<file path="src/sv/lupds_pkg.sv">
package lupds_pkg;

    localparam int Q_W        = 32;
    localparam int IDX_W      = 5;
    localparam int LANE_LIMIT = 16;

    localparam logic signed [Q_W-1:0] Q_MAX = 32'sh7fff_ffff;
    localparam logic signed [Q_W-1:0] Q_MIN = 32'sh8000_0000;

    typedef enum logic [1:0] {
        OP_LOAD_A = 2'd0,
        OP_DECOMP = 2'd1,
        OP_LOAD_B = 2'd2,
        OP_SOLVE  = 2'd3
    } op_t;

    localparam logic KIND_DET = 1'b0;
    localparam logic KIND_X   = 1'b1;

    typedef struct packed {
        logic                  go;
        logic signed [Q_W-1:0] num;
        logic signed [Q_W-1:0] den;
    } div_req_t;

    typedef struct packed {
        logic                  done;
        logic signed [Q_W-1:0] quot;
    } div_rsp_t;

endpackage

</file>
<file path="src/sv/lupds_div.sv">
module lupds_div #(
    parameter int FRAC_BITS = 16
) (
    input  logic                clk,
    input  logic                rst_n,
    input  lupds_pkg::div_req_t req,
    output lupds_pkg::div_rsp_t rsp
);

    localparam int NW = lupds_pkg::Q_W + FRAC_BITS;
    localparam int CW = $clog2(NW + 1);

    typedef enum logic [1:0] {
        D_IDLE,
        D_RUN,
        D_FIN
    } dstate_t;

    dstate_t           state_reg;
    logic [CW-1:0]     cnt_reg;
    logic [NW-1:0]     num_reg;
    logic [31:0]       rem_reg;
    logic [31:0]       den_reg;
    logic              neg_reg;
    logic              done_reg;
    logic signed [31:0] quot_reg;

    logic [32:0] rem_sh;
    logic        ge;
    logic [32:0] rem_sub;
    logic [31:0] mag_a;
    logic [31:0] mag_b;
    logic        ovf;

    assign mag_a   = req.num[31] ? 32'(-req.num) : 32'(req.num);
    assign mag_b   = req.den[31] ? 32'(-req.den) : 32'(req.den);
    assign rem_sh  = {rem_reg, num_reg[NW-1]};
    assign ge      = rem_sh >= {1'b0, den_reg};
    assign rem_sub = rem_sh - {1'b0, den_reg};
    assign ovf     = |num_reg[NW-1:31];

    always_ff @(posedge clk or negedge rst_n)
    begin
        if (!rst_n)
        begin
            state_reg <= D_IDLE;
            cnt_reg   <= '0;
            num_reg   <= '0;
            rem_reg   <= '0;
            den_reg   <= '0;
            neg_reg   <= 1'b0;
            done_reg  <= 1'b0;
            quot_reg  <= '0;
        end
        else
        begin
            done_reg <= 1'b0;
            case (state_reg)
                D_IDLE:
                begin
                    if (req.go)
                    begin
                        if (req.den == '0)
                        begin
                            done_reg <= 1'b1;
                            if (req.num == '0)
                                quot_reg <= '0;
                            else if (!req.num[31])
                                quot_reg <= lupds_pkg::Q_MAX;
                            else
                                quot_reg <= lupds_pkg::Q_MIN;
                        end
                        else
                        begin
                            num_reg   <= {mag_a, {FRAC_BITS{1'b0}}};
                            den_reg   <= mag_b;
                            rem_reg   <= '0;
                            neg_reg   <= req.num[31] ^ req.den[31];
                            cnt_reg   <= CW'(NW);
                            state_reg <= D_RUN;
                        end
                    end
                end
                D_RUN:
                begin
                    rem_reg <= ge ? rem_sub[31:0] : rem_sh[31:0];
                    num_reg <= {num_reg[NW-2:0], ge};
                    cnt_reg <= cnt_reg - CW'(1);
                    if (cnt_reg == CW'(1))
                        state_reg <= D_FIN;
                end
                D_FIN:
                begin
                    done_reg  <= 1'b1;
                    state_reg <= D_IDLE;
                    if (neg_reg)
                        quot_reg <= ovf ? lupds_pkg::Q_MIN : -$signed(num_reg[31:0]);
                    else
                        quot_reg <= ovf ? lupds_pkg::Q_MAX : $signed(num_reg[31:0]);
                end
                default:
                    state_reg <= D_IDLE;
            endcase
        end
    end

    assign rsp.done = done_reg;
    assign rsp.quot = quot_reg;

endmodule

</file>
<file path="config.mk">
export PLATFORM = sky130hd
export DESIGN_NAME = lupds_div
export DESIGN_NICKNAME = d
export VERILOG_FILES = /design/src/sv/lupds_pkg.sv /design/src/sv/lupds_div.sv
export SDC_FILE = /design/constraint.sdc
export NUM_CORES = 1
export LEC_CHECK = 0
export BUFFER_PORTS_ARGS = -buffer_cell sky130_fd_sc_hd__buf_2
export CELL_PAD_IN_SITES_DETAIL_PLACEMENT = 0
export CELL_PAD_IN_SITES_GLOBAL_PLACEMENT = 2
export CORE_MARGIN = 2
export CORE_UTILIZATION = 40
export CTS_CLUSTER_DIAMETER = 60
export CTS_CLUSTER_SIZE = 24
export DETAILED_ROUTE_END_ITERATION = 8
export PLACE_DENSITY = 0.93
export SLEW_MARGIN = 20
export SYNTH_ARGS = -nofsm -noshare
export SYNTH_HDL_FRONTEND = slang
export SYNTH_SLANG_ARGS = --single-unit
</file>
<file path="constraint.sdc">
create_clock -name clk -period 7 [get_ports clk]
set_input_delay 2.1 -clock clk [delete_from_list [all_inputs] [get_ports clk]]
set_output_delay 2.1 -clock clk [all_outputs]
set_load 0.01 [all_outputs]
</file>
# Word level (Yosys, flattened, before mapping)

Index checks and enable logic that the tools add are counted.

Equality and inequality tests: 7
Reductions and logical operators: 10
Add/subtract/negate cells: 5
Mux-type cells: 27
Magnitude comparators: 1
Bitwise logic cells: 2

Operators by type and width:

| operator                                                            | number |
|---|---|
| 32-bit 2-to-1 mux                                                   | 12 |
| 32-bit case mux with 2 select lines                                 | 2 |
| 48-bit 2-to-1 mux                                                   | 2 |
| 32-bit negator                                                      | 3 |
| 48-bit case mux with 2 select lines                                 | 1 |
| 32-bit zero test                                                    | 2 |
| 33-bit by 32-bit greater-or-equal comparator with 1-bit output      | 1 |
| 32-bit subtractor                                                   | 1 |
| 17-bit OR reduction                                                 | 1 |
| 6-bit 2-to-1 mux                                                    | 2 |
| 6-bit case mux with 2 select lines                                  | 1 |
| 3-bit AND reduction                                                 | 4 |
| 2-bit != test (second input constant)                               | 4 |
| 6-bit by 1-bit == test with 1-bit output (second input constant)    | 1 |
| 2-bit 2-to-1 mux                                                    | 3 |
| 6-bit by 1-bit subtractor with 6-bit output (second input constant) | 1 |
| 2-bit case mux with 2 select lines                                  | 1 |
| 2-bit nonzero test                                                  | 2 |
| 2-bit by 1-bit == test with 1-bit output (second input constant)    | 1 |
| 2-bit == test (second input constant)                               | 1 |
| 2-bit zero test                                                     | 1 |
| 1-bit 2-to-1 mux                                                    | 2 |
| 1-bit case mux with 2 select lines                                  | 1 |
| 1-bit NOT                                                           | 1 |
| 1-bit XOR                                                           | 1 |

Register bits after elaboration: 154
Word-level logic and storage cells: 60
Input bits: 67
Output and inout bits: 33

# Logic depth before layout (Yosys ltp)

Gate-level depths: netlist of the first run.

Depth after elaboration: 5
Mapped depth: 13
Mapped depth without buffers: 11

# Worst setup path before layout of the first run

Ideal clock, no wire load.

Path type: input to register
From: in req[0] (netlist bit)
To: reg num_reg[31]
Path slack: 2225 ps
Data required time: 6874 ps
Arrival time: 4649 ps
Stages: 12
Path buffers: 2
Library setup time: 126 ps
Cells stage by stage: inv_1 > ha_1 > or3b_2 > or4_1 > nor2b_1 > nand3_1 > nor4_2 > or3_1 > clkbuf_1 > buf_2 > nor2_1 > a221o_1

Cells in the longest elaborated chain, start to end: 3

RTL lines:

| item                                 | RTL line        | text |
|---|---|---|
| start, declared                      | lupds_div.sv:6  | `input lupds_pkg::div_req_t req,` |
| 32-bit zero test                     | lupds_div.sv:63 | `if (req.den == '0)` |
| 2-bit != test (no source line)       | -               |  |
| 3-bit AND reduction (no source line) | -               |  |
| end signal, assigned                 | lupds_div.sv:75 | `num_reg <= {mag_a, {FRAC_BITS{1'b0}}};` |
| end signal, assigned                 | lupds_div.sv:87 | `num_reg <= {num_reg[NW-2:0], ge};` |
| end, declared                        | lupds_div.sv:21 | `logic [NW-1:0] num_reg;` |

Every way passes these cells.
A chain may end at the register's enable or synchronous reset.

# Worst setup path after layout of the first run

From: in req[0] (netlist bit)
To: reg den_reg[5]

Cells in the longest elaborated chain, start to end: 3

RTL lines:

| item                                                                   | RTL line        | text |
|---|---|---|
| parallel branches: the longest is 3 deep, another holds 32-bit negator | -               |  |
| end signal, assigned                                                   | lupds_div.sv:76 | `den_reg <= mag_b;` |
| end, declared                                                          | lupds_div.sv:23 | `logic [31:0] den_reg;` |

Parallel ways; which one is timed is not known.

==> flow_metrics.tcl, run 1 <==
set metrics [dict create \
    crit_path_end_kind "register" \
    power_frac_seq_pct 29.3 \
    dp.cells 1543 \
    p_leak_nw 4.98 \
    fp.dieH_microns 163 \
    largest_reg_flops 48 \
    drt-initial-drc-count 653 \
    finalMaxSlewViolations 0 \
    htreeDepth 4 \
    clock.fmax_ghz 0.188 \
    antenna_left 0 \
    cts-buffers-inserted 17 \
    dieArea_sq_um 26700 \
    fin_crit_ns 5.32 \
    hold_buffers 0 \
    preCtsSetupSlack_ns 1.18 \
    fillers 2497 \
    finClkSkew_ns 0.0168 \
    cp_data_arrival_time_ns 5.63 \
    io_buffer_count 99 \
    drc_errors 0 \
    cp_max_fo 49 \
    pwr-share-comb_pct 55.5 \
    synth_nets 1280 \
    slowest_delay_ns 0.77 \
    cp_top_family "simple AND/OR/NAND/NOR gates" \
    final-seq-area_sq_um 3850 \
    grt_start_max_net_pins 108 \
    cp.required_ns 7.31 \
    fin_crit_sh_pct 76.0 \
    synthArstFlopShare_pct 100 \
    post-cts-setup-buffer-count 0 \
    slowest_stage "or3_2" \
    grt.total_usage_pct 21.7 \
    cts_buffer_depth 2 \
    antennaDiodeCount 0 \
    synth.avg_cell_area_sq_um 8.64 \
    tns_ns 0 \
    hold_class "reg2reg" \
    power_density_nw_per_um2 511 \
    multi_input_area_sq_um 5820 \
    area_growth_pct 12.8 \
    maxCapViolCount 0 \
    slew_headroom_pct 28.7 \
    crit_buf_inv 3 \
    yosysWarnings 0 \
    gp_congestion 0.851 \
    grt_first_pass_wirelength_mm 46.0 \
    first_global_vias 8568 \
    p_clk_share_pct 15.2 \
    clockRootBuffer "clkbuf_16" \
    power_switching_w 0.00267 \
    vias 9072 \
    p_sw_share_pct 45.8 \
    synth_top_cell_area_share_pct 38.0 \
    pin_count 100 \
    rsz0062_at_grt "false" \
    synth-seq-cells 154 \
    drt-total-wl_mm 28.1 \
    post-route-util_pct 45.7 \
    worst_slew_pin_slew_ns 1.07 \
    antenna_found_initial 0 \
    drive_above_1_share_pct 13.3 \
    cts.clk_slew.worst_paths_ns 0.07 \
    hold_violations 0 \
    ir_drop_v 0.000223 \
    insertion_delay_ns 0.44 \
    syn_area_sq_um 10100 \
    dp_hpwl_mm 20.1 \
    fp.dieW_microns 163 \
    grt_overflow 0 \
    post_synth_num_cell_types 65 \
    synth_ff_type "dfrtp_1" \
    fin_ws_ns 1.68 \
    cts_tree "built" \
    synth_edf_count 0 \
    final_net_count 1337 \
    stdcell_count 1574 \
    yosys-top-cells-area "dfrtp_1, o21ai_0, nand2_1" \
    status "completed" \
    synth_top_cell_by_area "dfrtp_1" \
    cts_resized 0 \
    ys_seq_area_share_pct 38.0 \
    dpl_cell_area_sq_um 10900 \
    worstSetupPathType "in2reg" \
    first_pass_iters 5 \
    worst_setup_path_start_kind "input pin" \
    setup_viol 0 \
    clock_sinks 154 \
    rows 58 \
    internal_power_w 0.00317 \
    start_util_pct 40.5 \
    vias_per_cell 5.76 \
    synthCells 1175 \
    core_area_sq_um 25000 \
    final_area_sq_um 11400 \
    wl_per_cell_microns 17.9 \
    path_cells "buf_2, inv_1, ha_1, or3b_2, or4_1, nor2b_1, nand3_1, nor4_2, or3_2, buf_4, o21ai_0" \
]
## tightest hold or removal path: stages, from the launching register on
cell and delay (ns):
dfrtp_1 0.34, nand2_1 0.04, o21ai_0 0.06
## power by group through the flow
stage          clock (W)  sequential [W]  combinational [W]
2_1_floorplan          0         0.00160            0.00251
3_3_place_gp           0         0.00171            0.00319
3_5_place_dp           0         0.00172            0.00323
4_1_cts         0.000901         0.00170            0.00325
5_1_grt         0.000941         0.00177            0.00367
6_report        0.000885         0.00171            0.00324
## through the flow
step / power, W / hold WS [ns]
floorplan: 0.00411 / 0.450
global placement: 0.00490 / 0.459
detailed placement: 0.00495 / 0.464
CTS: 0.00586 / 0.481
global route: 0.00638 / 0.502
finish: 0.00584 / 0.473
## layout by cell type, fill, tap and decap left out, types with 9 or more instances in the layout
cell type	synthesis	routed
o311ai_0	10	10
a22oi_1	18	18
a22o_1	15	15
o21ai_0	142	142
nor2_1	66	66
nand4_1	9	9
clkbuf_16	0	17
nand3_1	23	23
o41ai_1	10	10
or4_1	15	15
dfrtp_1	154	154
inv_1	57	57
ha_1	37	37
a32oi_1	13	13
or3_1	13	12
xnor2_1	42	42
xor2_1	51	51
nand2_1	130	130
mux2i_1	21	21
buf_2	10	98
nor3_1	24	23
nor4_1	13	13
a221o_1	24	24
a21o_1	18	18
or2_2	9	9
a21oi_1	70	69
o31ai_1	28	28
## path summary, 6_finish.rpt
path | from | end | slack, ns | cells past startpoint
worst max-delay path | req[0] | den_reg[5]$_DFFE_PN0P_ | 1.68 | 11
worst min-delay path | quot_reg[11]$_DFFE_PN0P_ | quot_reg[11]$_DFFE_PN0P_ | 0.47 | 2
worst max register to register | rem_reg[3]$_DFFE_PN0P_ | rem_reg[30]$_DFFE_PN0P_ | 2.92 | 9
worst min register to register | quot_reg[11]$_DFFE_PN0P_ | quot_reg[11]$_DFFE_PN0P_ | 0.47 | 2
max in group asynchronous | rst_n | num_reg[46]$_DFFE_PN0P_ | 3.97 | 2
min in group asynchronous | rst_n | done_reg$_DFF_PN0_ | 1.73 | 1
## area by class of cell
type,instances,area share (%)
Multi-Input combinational cell,894,50.9
Inverter,57,1.87
Tap cell,330,3.61
Clock buffer,17,3.72
Timing Repair Buffer,108,5.11
Sequential cell,154,33.7
Clock inverter,14,1.16
## cells in the mapped netlist, drive strengths merged, types with 17 or more instances
master / instances
dfrtp: 154
o21ai: 146
nand2: 130
a21oi: 70
nor2: 66
inv: 57
clkbuf: 56
xor2: 51
xnor2: 42
ha: 37
o31ai: 28
a221o: 24
nor3: 24
nand3: 23
mux2i: 21
a21o: 18
a22oi: 18
or4: 17
## logic make-up after synthesis
kind of cell               count (synthesis)  synth area share [%]
DFF                                      154                  38.0
buffers and inverters                    127                  4.86
and+or+nand+nor                          339                  16.2
adders and majority gates                 38                  4.76
muxes                                     21                  2.07
AOI/OAI and AO/OA                        403                  26.2
xor gates and xnor gates                  93                  8.03
## layer usage
layer,up-vias,wire [microns],GRT usage (%)
met1,4374,13600,31.5
met4,0,447,5.51
met2,243,12800,34.0
met5,-,0,0
li1,4426,-,-
met3,29,1240,2.92
Power figures use the tool's default switching activity.
==> run 2: changes to the inputs <==
--- a/config.mk
+++ b/config.mk
@@ -9,11 +9,11 @@
 export CELL_PAD_IN_SITES_DETAIL_PLACEMENT = 0
 export CELL_PAD_IN_SITES_GLOBAL_PLACEMENT = 2
 export CORE_MARGIN = 2
-export CORE_UTILIZATION = 40
+export CORE_UTILIZATION = 33
 export CTS_CLUSTER_DIAMETER = 60
 export CTS_CLUSTER_SIZE = 24
 export DETAILED_ROUTE_END_ITERATION = 8
-export PLACE_DENSITY = 0.93
+export PLACE_DENSITY = 0.82
 export SLEW_MARGIN = 20
 export SYNTH_ARGS = -nofsm -noshare
 export SYNTH_HDL_FRONTEND = slang
==> constraint.sdc (replaced) <==
create_clock -name clk -period 4.8 [get_ports clk]
set_input_delay 1.44 -clock clk [delete_from_list [all_inputs] [get_ports clk]]
set_output_delay 1.44 -clock clk [all_outputs]
set_load 0.01 [all_outputs]
==> flow_metrics.tcl, run 2 (synthesis gave the netlist of run 1 again) <==
set metrics [dict create \
    drt-total-wl_mm 29.0 \
    grt_overflow 0 \
    finalMaxSlewViolations 0 \
    cp.required_ns 5.14 \
    start_util_pct 33.4 \
    crit_path_end_kind "register" \
    first_pass_iters 6 \
    fin_ws_ns 0.635 \
    cts-buffers-inserted 17 \
    antenna_found_initial 0 \
    slew_headroom_pct 33.5 \
    setup_viol 0 \
    dieArea_sq_um 32200 \
    final_cell_mix "dfrtp_1, o21ai_0, nand2_1, buf_2, a21oi_1" \
    rows 64 \
    preCtsSetupSlack_ns 0.199 \
    pin_count 100 \
    antenna_left 0 \
    hold_class "reg2reg" \
    power_density_nw_per_um2 743 \
    fp.dieW_microns 179 \
    p_leak_nw 5.07 \
    worst_slew_pin_slew_ns 0.992 \
    cts_buffer_depth 2 \
    insertion_delay_ns 0.44 \
    htreeDepth 4 \
    cts_resized 0 \
    rrSetupSlack_ns 1.39 \
    fp.dieH_microns 179 \
    maxCapViolCount 0 \
    cts_tree "built" \
    hold_violations 0 \
    drive_above_1_share_pct 14.0 \
    tns_ns 0 \
    vias 8988 \
    io_buffer_count 99 \
    ir_drop_v 0.000440 \
    worstSetupPathType "in2reg" \
    wl_per_cell_microns 17.6 \
    grt_start_max_net_pins 95 \
    area_growth_pct 15.0 \
    grt.total_usage_pct 18.4 \
    rsz0062_at_grt "false" \
    largest_reg_flops 48 \
    antennaDiodeCount 0 \
    mostFrequentLayoutCell "dfrtp_1" \
    cts.clk_slew.worst_paths_ns 0.07 \
    final_net_count 1346 \
    status "completed" \
    first_global_vias 8542 \
    dp_hpwl_mm 20.8 \
    drc_errors 0 \
    fin_crit_ns 4.16 \
    finClkSkew_ns 0.0109 \
    gp_congestion 0.850 \
    fin_crit_sh_pct 86.8 \
    clockRootBuffer "clkbuf_16" \
    drt-initial-drc-count 568 \
    hold_buffers 0 \
    cp_max_fo 60 \
    core_area_sq_um 30400 \
    cp_data_arrival_time_ns 4.51 \
    dpl_cell_area_sq_um 11100 \
    grt_first_pass_wirelength_mm 46.7 \
    vias_per_cell 5.45 \
    fillers 3156 \
    clock_sinks 154 \
    post-cts-setup-buffer-count 0 \
    clock.fmax_ghz 0.240 \
    final_area_sq_um 11700 \
    worst_setup_path_start_kind "input pin" \
]
## run 2: critical path, cell delays in order
cell,delay (ns)
buf_2,0.10
inv_1,0.07
ha_1,0.15
or3b_2,0.47
or4_1,0.58
nand3b_1,0.27
nor3_1,0.41
a311o_2,0.47
buf_12,0.32
a32oi_1,0.08
o21ai_0,0.12
## run 2: through the flow
stage / instances / utilization (%) / hold slack [ns] / power, W
floorplan: 1175 / - / 0.450 / 0.00599
CTS: 1650 / 38.4 / 0.481 / 0.00872
global placement: 1618 / 36.4 / 0.454 / 0.00721
global route: 1650 / 38.4 / 0.494 / 0.00947
detailed placement: 1618 / 36.4 / 0.466 / 0.00727
finish: 1650 / 38.4 / 0.475 / 0.00867
## run 2: metal layers
layer / vias to the layer above / track usage, % / wire [microns] / part of all wire, %
met4: 0 / 4.57 / 318 / 1.1
li1: 4439 / - / - / -
met5: - / 0 / 0 / 0
met1: 4298 / 27.0 / 14600 / 51
met3: 28 / 3.06 / 1340 / 4.6
met2: 223 / 28.1 / 12700 / 44
## run 2: final cells by class
cell class	count	area, sq um	share of cell area, %
timing repair buffer	117	687	5.88
sequential	154	3850	33.0
tap	396	495	4.24
clock inverter	15	176	1.51
inverter	57	214	1.83
multi-input combinational	894	5820	49.9
clock buffer	17	425	3.64
## run 2: power breakdown
group / switching (W) / leakage, nW / internal [W]
clock network: 0.000620 / 0.300 / 0.000787
logic: 0.00272 / 2.89 / 0.00206
registers: 0.000575 / 1.88 / 0.00192
## run 2: worst paths after layout
check / start / to / cells past startpoint
setup / recovery: req[0] / rem_reg[31]$_DFFE_PN0P_ / 11
hold / removal: quot_reg[31]$_DFFE_PN0P_ / quot_reg[31]$_DFFE_PN0P_ / 1
setup reg to reg: den_reg[4]$_DFFE_PN0P_ / rem_reg[23]$_DFFE_PN0P_ / 11
hold reg to reg: quot_reg[31]$_DFFE_PN0P_ / quot_reg[31]$_DFFE_PN0P_ / 1
max in group asynchronous: rst_n / den_reg[0]$_DFFE_PN0P_ / 2
min in group asynchronous: rst_n / den_reg[25]$_DFFE_PN0P_ / 1
==> run 3: changes to the inputs <==
--- a/config.mk
+++ b/config.mk
@@ -8,11 +8,12 @@
 export BUFFER_PORTS_ARGS = -buffer_cell sky130_fd_sc_hd__buf_2
 export CELL_PAD_IN_SITES_DETAIL_PLACEMENT = 0
 export CELL_PAD_IN_SITES_GLOBAL_PLACEMENT = 2
-export CORE_MARGIN = 2
+export CORE_ASPECT_RATIO = 2
 export CORE_UTILIZATION = 33
 export CTS_CLUSTER_DIAMETER = 60
 export CTS_CLUSTER_SIZE = 24
 export DETAILED_ROUTE_END_ITERATION = 8
+export MAX_ROUTING_LAYER = met4
 export PLACE_DENSITY = 0.82
 export SLEW_MARGIN = 20
 export SYNTH_ARGS = -nofsm -noshare
==> flow_metrics.tcl, run 3 (synthesis gave the netlist of run 1 again) <==
set metrics [dict create \
    worstSetupPathType "in2reg" \
    clockRootBuffer "clkbuf_16" \
    cts.clk_slew.worst_paths_ns 0.06 \
    path_cells "buf_2, inv_1, ha_1, or3b_2, or4_1, nor2b_1, nand3_1, nor4_2, buf_4, or3_2, buf_12, nor2_1, a221o_1" \
    setup_viol 0 \
    fin_crit_ns 3.95 \
    first_pass_iters 5 \
    htreeDepth 4 \
    finClkSkew_ns 0.00836 \
    vias_per_cell 5.58 \
    stdcell_count 1625 \
    drive_above_1_share_pct 14.0 \
    slowest_delay_ns 0.59 \
    p_sw_share_pct 44.4 \
    power_frac_seq_pct 27.6 \
    post-cts-setup-buffer-count 0 \
    insertion_delay_ns 0.45 \
    slowest_stage "or4_1" \
    cp_max_fo 45 \
    cp.required_ns 5.14 \
    power_switching_w 0.00397 \
    start_util_pct 33.6 \
    antenna_found_initial 1 \
    worst_slew_pin_slew_ns 0.942 \
    preCtsSetupSlack_ns 0.365 \
    grt.total_usage_pct 20.8 \
    cts_resized 0 \
    pin_count 100 \
    drt-initial-drc-count 591 \
    fp.dieW_microns 126 \
    grt_start_max_net_pins 88 \
    fillers 3133 \
    largest_reg_flops 48 \
    finalMaxSlewViolations 0 \
    hold_violations 0 \
    slew_headroom_pct 37.1 \
    final_cell_mix "dfrtp_1, o21ai_0, nand2_1, buf_2, a21oi_1" \
    area_growth_pct 15.5 \
    drt-total-wl_mm 30.8 \
    cp_data_arrival_time_ns 4.29 \
    cts-buffers-inserted 17 \
    worst_setup_path_start_kind "input pin" \
    wl_per_cell_microns 18.9 \
    antenna_left 0 \
    rows 90 \
    cp_top_family "simple AND/OR/NAND/NOR gates" \
    maxCapViolCount 0 \
    p_clk_share_pct 17.2 \
    crit_buf_inv 4 \
    ir_drop_v 0.000292 \
    crit_path_end_kind "register" \
    dp.cells 1593 \
    status "completed" \
    grt_overflow 0 \
    rsz0062_at_grt "false" \
    io_buffer_count 99 \
    mostFrequentLayoutCell "dfrtp_1" \
    pwr-share-comb_pct 55.2 \
    drc_errors 0 \
    fin_ws_ns 0.848 \
    grt_first_pass_wirelength_mm 49.4 \
    power_density_nw_per_um2 763 \
    dp_hpwl_mm 23.8 \
    clock_sinks 154 \
    internal_power_w 0.00497 \
    cts_tree "built" \
    dieArea_sq_um 31500 \
    cts_buffer_depth 2 \
    gp_congestion 0.899 \
    core_area_sq_um 30200 \
    final_net_count 1349 \
    hold_class "reg2reg" \
    first_global_vias 9271 \
    vias 9068 \
    fin_crit_sh_pct 82.3 \
    tns_ns 0 \
    clock.fmax_ghz 0.253 \
    p_leak_nw 5.11 \
    hold_buffers 0 \
    fp.dieH_microns 250 \
]
## run 3: power by group through the flow
stage / logic, W / registers [W] / clock network, W
after detailed placement: 0.00495 / 0.00248 / 0
after floorplan: 0.00365 / 0.00234 / 0
after CTS: 0.00498 / 0.00246 / 0.00156
after global routing: 0.00552 / 0.00255 / 0.00161
final: 0.00493 / 0.00247 / 0.00154
after global placement: 0.00491 / 0.00247 / 0
## run 3: final cells by class
type	count	area [sq um]	area share, %
clock buffer	19	443	3.78
clock inverter	12	221	1.89
tap	368	460	3.93
sequential	154	3850	32.9
multi-input combinational	894	5830	49.7
inverter	57	214	1.83
timing repair buffer	120	697	5.95
antenna	1	2.50	0.0214
## run 3: worst paths after layout
check	startpoint	end	slack (ns)	cells after the start
worst max-delay path	req[0]	num_reg[33]$_DFFE_PN0P_	0.85	13
worst min-delay path	quot_reg[8]$_DFFE_PN0P_	quot_reg[8]$_DFFE_PN0P_	0.47	2
worst max register to register	rem_reg[3]$_DFFE_PN0P_	rem_reg[24]$_DFFE_PN0P_	1.13	11
worst min register to register	quot_reg[8]$_DFFE_PN0P_	quot_reg[8]$_DFFE_PN0P_	0.47	2
max in group asynchronous	rst_n	quot_reg[6]$_DFFE_PN0P_	2.88	2
min in group asynchronous	rst_n	rem_reg[4]$_DFFE_PN0P_	1.04	1
## run 3: worst register-to-register path, stage by stage, from the launching register on
cell       delay, ns
dfrtp_1         0.40
ha_1            0.38
a21o_1          0.21
a31oi_1         0.33
a2111oi_0       0.18
buf_4           0.18
o31a_1          0.25
o21ai_1         0.50
and2_1          0.69
buf_4           0.28
a32oi_1         0.09
o21ai_0         0.10
## run 3: metal layers
metal  global-route usage [%]  vias up  share of wire (%)
li1                         -     4445                  -
met1                     19.2     4387                 36
met2                     41.1      176                 58
met3                     2.74       60                2.7
met4                     9.95        0                3.6
met5                        -        -                  0
## run 3: through the flow
step / cell area, sq um / util, % / hold slack, ns / power (W)
floorplan: 10100 / - / 0.450 / 0.00599
global placement: 11100 / 36.6 / 0.459 / 0.00738
detailed placement: 11100 / 36.6 / 0.467 / 0.00744
CTS: 11700 / 38.8 / 0.480 / 0.00900
global route: 11700 / 38.8 / 0.503 / 0.00968
finish: 11700 / 38.8 / 0.472 / 0.00894
